File: config.mk
export PLATFORM = sky130hd
export DESIGN_NAME = meter_response_bcd_decoder_core
export DESIGN_NICKNAME = d
export VERILOG_FILES = /design/src/sv/mrbd_pkg.sv /design/src/sv/mrbd_frame.sv /design/src/sv/mrbd_decode.sv /design/src/sv/meter_response_bcd_decoder_core.sv
export SDC_FILE = /design/constraint.sdc
export NUM_CORES = 2
export LEC_CHECK = 0
export ABC_AREA = 0
export BUFFER_PORTS_ARGS = -buffer_cell sky130_fd_sc_hd__buf_2
export CORE_MARGIN = 2
export CORE_UTILIZATION = 60
export CTS_CLUSTER_DIAMETER = 80
export DETAILED_ROUTE_END_ITERATION = 7
export PLACE_DENSITY = 0.78
export SLEW_MARGIN = 20
export SYNTH_ARGS = -nofsm -noshare
export SYNTH_HDL_FRONTEND = slang
export SYNTH_SLANG_ARGS = --single-unit
File: constraint.sdc
create_clock -name clk -period 32.1 [get_ports clk]
set_clock_uncertainty 0.1 [all_clocks]
set_input_delay 8.025 -clock clk [delete_from_list [all_inputs] [get_ports clk]]
set_output_delay 8.025 -clock clk [all_outputs]
set_load 0.02 [all_outputs]
File: src/sv/mrbd_pkg.sv
// Shared types, constants and helper functions of the meter response BCD decoder.
// Used by every module of the block and by its checker. No dependencies.

package mrbd_pkg;

	localparam logic [4:0] VALUES_FRAME_LEN = 5'd14;
	localparam logic [4:0] ENERGY_FRAME_LEN = 5'd23;
	localparam logic [4:0] FIRST_PAYLOAD = 5'd5;
	localparam int STORE_DEPTH = 16;
	localparam logic [15:0] CRC_INIT = 16'hFFFF;
	localparam logic [15:0] CRC_POLY = 16'hA001;

	localparam logic STATUS_OK = 1'b0;
	localparam logic STATUS_CRC_ERR = 1'b1;

	typedef struct packed {
		logic [7:0] rx_byte;
		logic frame_start;
	} in_item_t;

	typedef struct packed {
		logic status;
		logic [14:0] voltage_value;
		logic [14:0] current_value;
		logic [20:0] power_value;
		logic [27:0] energy_tariff_one;
		logic [27:0] energy_tariff_two;
		logic [27:0] energy_tariff_three;
		logic [27:0] energy_tariff_four;
	} out_item_t;

	typedef logic [STORE_DEPTH-1:0][7:0] store_t;

	typedef struct packed {
		logic last;
		logic crc_ok;
	} frm_status_t;

	function automatic logic [15:0] crc_byte(input logic [15:0] crc, input logic [7:0] b);
		logic [15:0] c;
		c = crc ^ {8'h00, b};
		for (int k = 0; k < 8; k++) begin
			c = c[0] ? ((c >> 1) ^ CRC_POLY) : (c >> 1);
		end
		return c;
	endfunction

	function automatic logic [7:0] pair_value(input logic [7:0] b);
		return 8'(b[7:4] * 4'd10) + {4'h0, b[3:0]};
	endfunction

endpackage

File: src/sv/mrbd_frame.sv
// Frame tracker: byte position, running CRC-16, received CRC low byte and payload store.
// Depends on mrbd_pkg.

module mrbd_frame (
	input logic clk,
	input logic arst_n,
	input logic step,
	input logic mode,
	input mrbd_pkg::in_item_t item,
	output mrbd_pkg::frm_status_t stat,
	output mrbd_pkg::store_t store
);

	logic [4:0] pos_q;
	logic [15:0] crc_q;
	logic [7:0] crc_low_q;
	mrbd_pkg::store_t store_q;

	logic [4:0] pos_eff;
	logic [15:0] crc_eff;
	logic [4:0] len_m2;
	logic in_payload;
	logic [3:0] store_idx;

	assign pos_eff = item.frame_start ? 5'd0 : pos_q;
	assign crc_eff = item.frame_start ? mrbd_pkg::CRC_INIT : crc_q;
	assign len_m2 = (mode ? mrbd_pkg::ENERGY_FRAME_LEN : mrbd_pkg::VALUES_FRAME_LEN) - 5'd2;
	assign in_payload = (pos_eff >= mrbd_pkg::FIRST_PAYLOAD) &&
		(pos_eff < mrbd_pkg::FIRST_PAYLOAD + 5'(mrbd_pkg::STORE_DEPTH));
	assign store_idx = 4'(pos_eff - mrbd_pkg::FIRST_PAYLOAD);

	assign stat.last = pos_eff > len_m2;
	assign stat.crc_ok = (crc_low_q == crc_eff[7:0]) && (item.rx_byte == crc_eff[15:8]);
	assign store = store_q;

	always_ff @(posedge clk or negedge arst_n) begin
		if (!arst_n) begin
			pos_q <= 5'd0;
			crc_q <= mrbd_pkg::CRC_INIT;
			crc_low_q <= 8'h00;
		end else if (step) begin
			if (pos_eff > len_m2) begin
				pos_q <= 5'd0;
				crc_q <= mrbd_pkg::CRC_INIT;
			end else if (pos_eff == len_m2) begin
				crc_low_q <= item.rx_byte;
				pos_q <= pos_eff + 5'd1;
				crc_q <= crc_eff;
			end else begin
				crc_q <= mrbd_pkg::crc_byte(crc_eff, item.rx_byte);
				pos_q <= pos_eff + 5'd1;
			end
		end
	end

	always_ff @(posedge clk) begin
		if (step && !(pos_eff >= len_m2) && in_payload) begin
			store_q[store_idx] <= item.rx_byte;
		end
	end

endmodule

File: src/sv/mrbd_decode.sv
// BCD decoder: turns the stored payload bytes into the result fields for either mode.
// Depends on mrbd_pkg.

module mrbd_decode (
	input logic mode,
	input logic crc_ok,
	input mrbd_pkg::store_t store,
	output mrbd_pkg::out_item_t result
);

	logic [7:0] pv [mrbd_pkg::STORE_DEPTH];
	logic [27:0] tariff [4];

	always_comb begin
		for (int i = 0; i < mrbd_pkg::STORE_DEPTH; i++) begin
			pv[i] = mrbd_pkg::pair_value(store[i]);
		end
		for (int t = 0; t < 4; t++) begin
			tariff[t] = 28'(pv[4*t] * 28'd1000000) + 28'(pv[4*t+1] * 28'd10000)
				+ 28'(pv[4*t+2] * 28'd100) + 28'(pv[4*t+3]);
		end
	end

	always_comb begin
		result = '0;
		if (!crc_ok) begin
			result.status = mrbd_pkg::STATUS_CRC_ERR;
		end else if (!mode) begin
			result.status = mrbd_pkg::STATUS_OK;
			result.voltage_value = 15'(pv[0] * 15'd100) + 15'(pv[1]);
			result.current_value = 15'(pv[2] * 15'd100) + 15'(pv[3]);
			result.power_value = 21'(pv[4] * 21'd10000) + 21'(pv[5] * 21'd100) + 21'(pv[6]);
		end else begin
			result.status = mrbd_pkg::STATUS_OK;
			result.energy_tariff_one = tariff[0];
			result.energy_tariff_two = tariff[1];
			result.energy_tariff_three = tariff[2];
			result.energy_tariff_four = tariff[3];
		end
	end

endmodule

File: src/sv/meter_response_bcd_decoder_core.sv
// Top level: input register, frame tracker, BCD decoder and result register.
// A frame's result is registered as its last byte leaves the input register.
// Throughput: one byte per cycle; the input stalls only while a result waits
// in the full result register and the byte in the input register is a last byte.
// Reset clears position, CRC (to 0xFFFF), received CRC byte, mode and both valid flags.
// Depends on mrbd_pkg, mrbd_frame and mrbd_decode.

module meter_response_bcd_decoder_core (
	input logic clk,
	input logic arst_n,
	input logic byte_valid,
	output logic byte_ready,
	input mrbd_pkg::in_item_t byte_item,
	output logic result_valid,
	input logic result_ready,
	output mrbd_pkg::out_item_t result_item,
	input logic wr_en,
	input logic wr_data
);

	logic mode_q;
	logic valid_s1;
	mrbd_pkg::in_item_t item_s1;
	logic go;
	mrbd_pkg::frm_status_t stat;
	mrbd_pkg::store_t store;
	mrbd_pkg::out_item_t decoded;

	assign go = valid_s1 && (!stat.last || !result_valid || result_ready);
	assign byte_ready = !valid_s1 || go;

	always_ff @(posedge clk or negedge arst_n) begin
		if (!arst_n) begin
			mode_q <= 1'b0;
			valid_s1 <= 1'b0;
			result_valid <= 1'b0;
		end else begin
			if (wr_en) begin
				mode_q <= wr_data;
			end
			if (byte_ready) begin
				valid_s1 <= byte_valid;
			end
			if (go && stat.last) begin
				result_valid <= 1'b1;
			end else if (result_ready) begin
				result_valid <= 1'b0;
			end
		end
	end

	always_ff @(posedge clk) begin
		if (byte_valid && byte_ready) begin
			item_s1 <= byte_item;
		end
		if (go && stat.last) begin
			result_item <= decoded;
		end
	end

	mrbd_frame u_frame (
		.clk(clk),
		.arst_n(arst_n),
		.step(go),
		.mode(mode_q),
		.item(item_s1),
		.stat(stat),
		.store(store)
	);

	mrbd_decode u_decode (
		.mode(mode_q),
		.crc_ok(stat.crc_ok),
		.store(store),
		.result(decoded)
	);

endmodule

==> out/qor.txt <==
Post-synthesis cell count: 3,799
Share of cells above drive strength 1: 8.18%
Worst-Skew Late Latency: 580 ps
Synth warnings: 0
Rel. slew slack: 31.0%
Post-CTS Hold Fix Bufs: 0
# nets final: 5,154
Routed Antenna Nets: 0
Worst endpoint required time: 23,980 ps
CTS Buffer Depth: 3
Core area: 0.0646 mm^2
Global-route wire length before repair: 133,000 um
DPL Wire Length: 64,100 um
Iter 0 DRT Violations: 1,501
Vias per cell: 5.61
# rows: 93
Max Slew Vio Count: 0
CTS H-tree depth: 2
CTS sink count: 333
P&R area growth vs syn: 8.38%
Dominant synthesized flop cell: edfxtp_1
Final hold vios: 0
Routability Congestion: 0.882
# Post-CTS Setup Buffers: 0
Period utilization: 52.0%
GRT Total Usage: 24.4%
Post-synth cell types: 86
WL per Instance: 16.6 um
Inserted Clock Buffers: 40
FFs w/ async S/R, synth: 9.61%
CP Capture Type: primary output
Via count: 27,400
Status: finished, final reports clean
Tot Pwr: 1.51 mW
Critical path's top delay family: buffers and inverters
CP Class: primary input to primary output
Hold Crit Class: register to register
Synth Area per Inst: 10.3 um^2
Setup TNS: 0 ps
R2R Setup Slk: 23,170 ps
Commonest non-fill, non-tap cell in the layout: ha_1
Largest net degree at the start of global routing: 80
Mapped Nets: 4,950
Number of synthesized flops with an enable pin: 301
IO Pins: 181
Clock slew at reported path FFs: 60 ps
Slowest-stage cell, CP: nand4b_1
Fillers: 5,012
1st-pass router iterations: 6
CTS resizes: 0
CTS tree: done
Die X: 260 um
Cells along the critical path: buf_2 -> nand4b_1 -> buf_2
Max Cap Violations: 0
Sequential area share after synthesis: 25.1%
Most frequent cells in the layout: 901 x ha_1, 489 x inv_1, 301 x edfxtp_1
Delay of the slowest cell on the worst path: 200 ps
Die height: 260 um
FF+latch area: 0.00986 mm^2
VDD IR max: 46.6 uV
Clock period minus worst slack: 16,680 ps
WL final: 81,100 um
Setup-failing EPs final: 0
CP Buf/Inv Count: 2
CTS Root Cell: clkbuf_16
CP Max Fanout: 3
Yosys reg bits: 333
Drt drc: 0
Vias in the first global route: 27,300
Initial core utilization: 60.7%
CP most frequent cell: buf_2
Initial antenna violation count: 1
N_diodes: 0
Leakage: 21.0 nW
Gr ovfl total: 0
CP startpoint kind: primary input
Footprint of the multi-input gates: 0.0274 mm^2
Post-Synthesis Cell Area: 0.0392 mm^2
Slew @ Worst Pin: 1040 ps
Port Buffer Count: 180
CP Data Arrival Time: 8550 ps
Power Density: 35.5 mW/mm^2
Fmax: 0.0600 GHz
RSZ-0062 raised after global routing: no
Die area: 0.0674 mm^2
==> power breakdown <==
part	internal (mW)	switching, mW
clock	0.266	0.192
combinational	0.239	0.299
sequential	0.492	0.0212
==> final timing paths <==
check / startpoint / end / depth (start not counted)
setup / recovery: result_ready / byte_ready / 3
hold / removal: u_frame.pos_q[4]$_DFFE_PN0P_ / u_frame.pos_q[4]$_DFFE_PN0P_ / 1
setup reg to reg: u_frame.store[109]$_DFFE_PP_ / result_item[27]$_SDFFCE_PN0P_ / 35
hold reg to reg: u_frame.pos_q[4]$_DFFE_PN0P_ / u_frame.pos_q[4]$_DFFE_PN0P_ / 1
max in group asynchronous: arst_n / u_frame.crc_low_q[5]$_DFFE_PN0P_ / 1
min in group asynchronous: arst_n / valid_s1$_DFFE_PN0N_ / 1
==> through the flow <==
stage / area, um^2 / util [%] / setup WS [ps] / instances / hold slack, ps
final: 42500 / 65.8 / 15420 / 4889 / 429
after global routing: 42500 / 65.8 / 15410 / 4889 / 442
after CTS: 42500 / 65.8 / 15420 / 4889 / 423
after detailed placement: 41200 / 63.8 / 15420 / 4816 / 415
after global placement: 41200 / 63.8 / 15450 / 4816 / 400
after floorplan: 39200 / - / 15630 / 3799 / 378
==> registers in the layout (all words and copies together), names as in the netlist <==
name	flops
item_s1	9
mode_q	1
result_item	164
result_valid	1
u_frame.crc_low_q	8
u_frame.crc_q	16
u_frame.pos_q	5
u_frame.store	128
valid_s1	1
==> layout make-up <==
| cell class | instances | area share, % |
|---|---|---|
| well taps | 855 | 2.52 |
| multi-input cells | 2937 | 64.4 |
| inverters | 489 | 4.32 |
| clock buffers | 48 | 2.45 |
| clock inverters | 25 | 0.630 |
| repair buffers | 202 | 2.51 |
| flip-flops and latches | 333 | 23.2 |
==> routing by layer <==
metal | track usage (%) | share of wire, % | up-vias
li1 | - | - | 13700
met1 | 32.7 | 45 | 13100
met2 | 41.2 | 47 | 567
met3 | 3.89 | 5.5 | 109
met4 | 6.16 | 2.4 | 0
met5 | 0 | 0 | -
==> cell families (layout without fill, tap and decap cells) <==
logic type      count (synthesis)  after routing  share of synthesized area [%]
fa+ha+maj                    1138           1138                           40.8
compound gates                651            651                           10.6
buf+inv                       529            764                           5.14
flops                         333            333                           25.1
simple gates                  735            735                           8.98
xor+xnor                      391            391                           8.77
mux                            22             22                          0.603
==> worst reg2reg max path: cells and delay by family (launching register included) <==
family          cells  cell delay (ps)
compound gates     13             2860
xor+xnor            3              860
fa+ha+maj          10             3590
buf+inv             4              290
flops               1              440
simple gates        5              630
==> synth_stat cells, types with 9 or more instances <==
master | count | area, um^2
a211oi_1 | 18 | 135
nand3_1 | 39 | 195
a21oi_1 | 233 | 1170
nor2b_1 | 49 | 307
a21o_1 | 97 | 728
nand2_1 | 132 | 495
o21ai_1 | 9 | 45.0
a21boi_0 | 9 | 67.6
or3_1 | 17 | 106
o21a_1 | 13 | 97.6
a31oi_1 | 22 | 138
mux2_2 | 13 | 146
nor3b_1 | 17 | 128
inv_1 | 489 | 1840
edfxtp_1 | 301 | 9040
o211ai_1 | 13 | 97.6
dfstp_2 | 16 | 420
xor2_1 | 135 | 1180
o21bai_1 | 47 | 353
nor2_1 | 283 | 1060
dfrtp_1 | 16 | 400
fa_1 | 235 | 4700
o22ai_1 | 9 | 56.3
nor3_1 | 53 | 265
and2_1 | 9 | 56.3
or2_2 | 17 | 106
xnor2_1 | 255 | 2230
clkbuf_1 | 21 | 78.8
nor4_1 | 9 | 56.3
nand4_1 | 11 | 68.8
o21ai_0 | 104 | 521
mux2i_1 | 9 | 90.1
ha_1 | 901 | 11300
buf_2 | 14 | 70.1
and3_1 | 41 | 257
nand2b_1 | 32 | 200
Note: power is estimated with default switching activity, not from simulation.
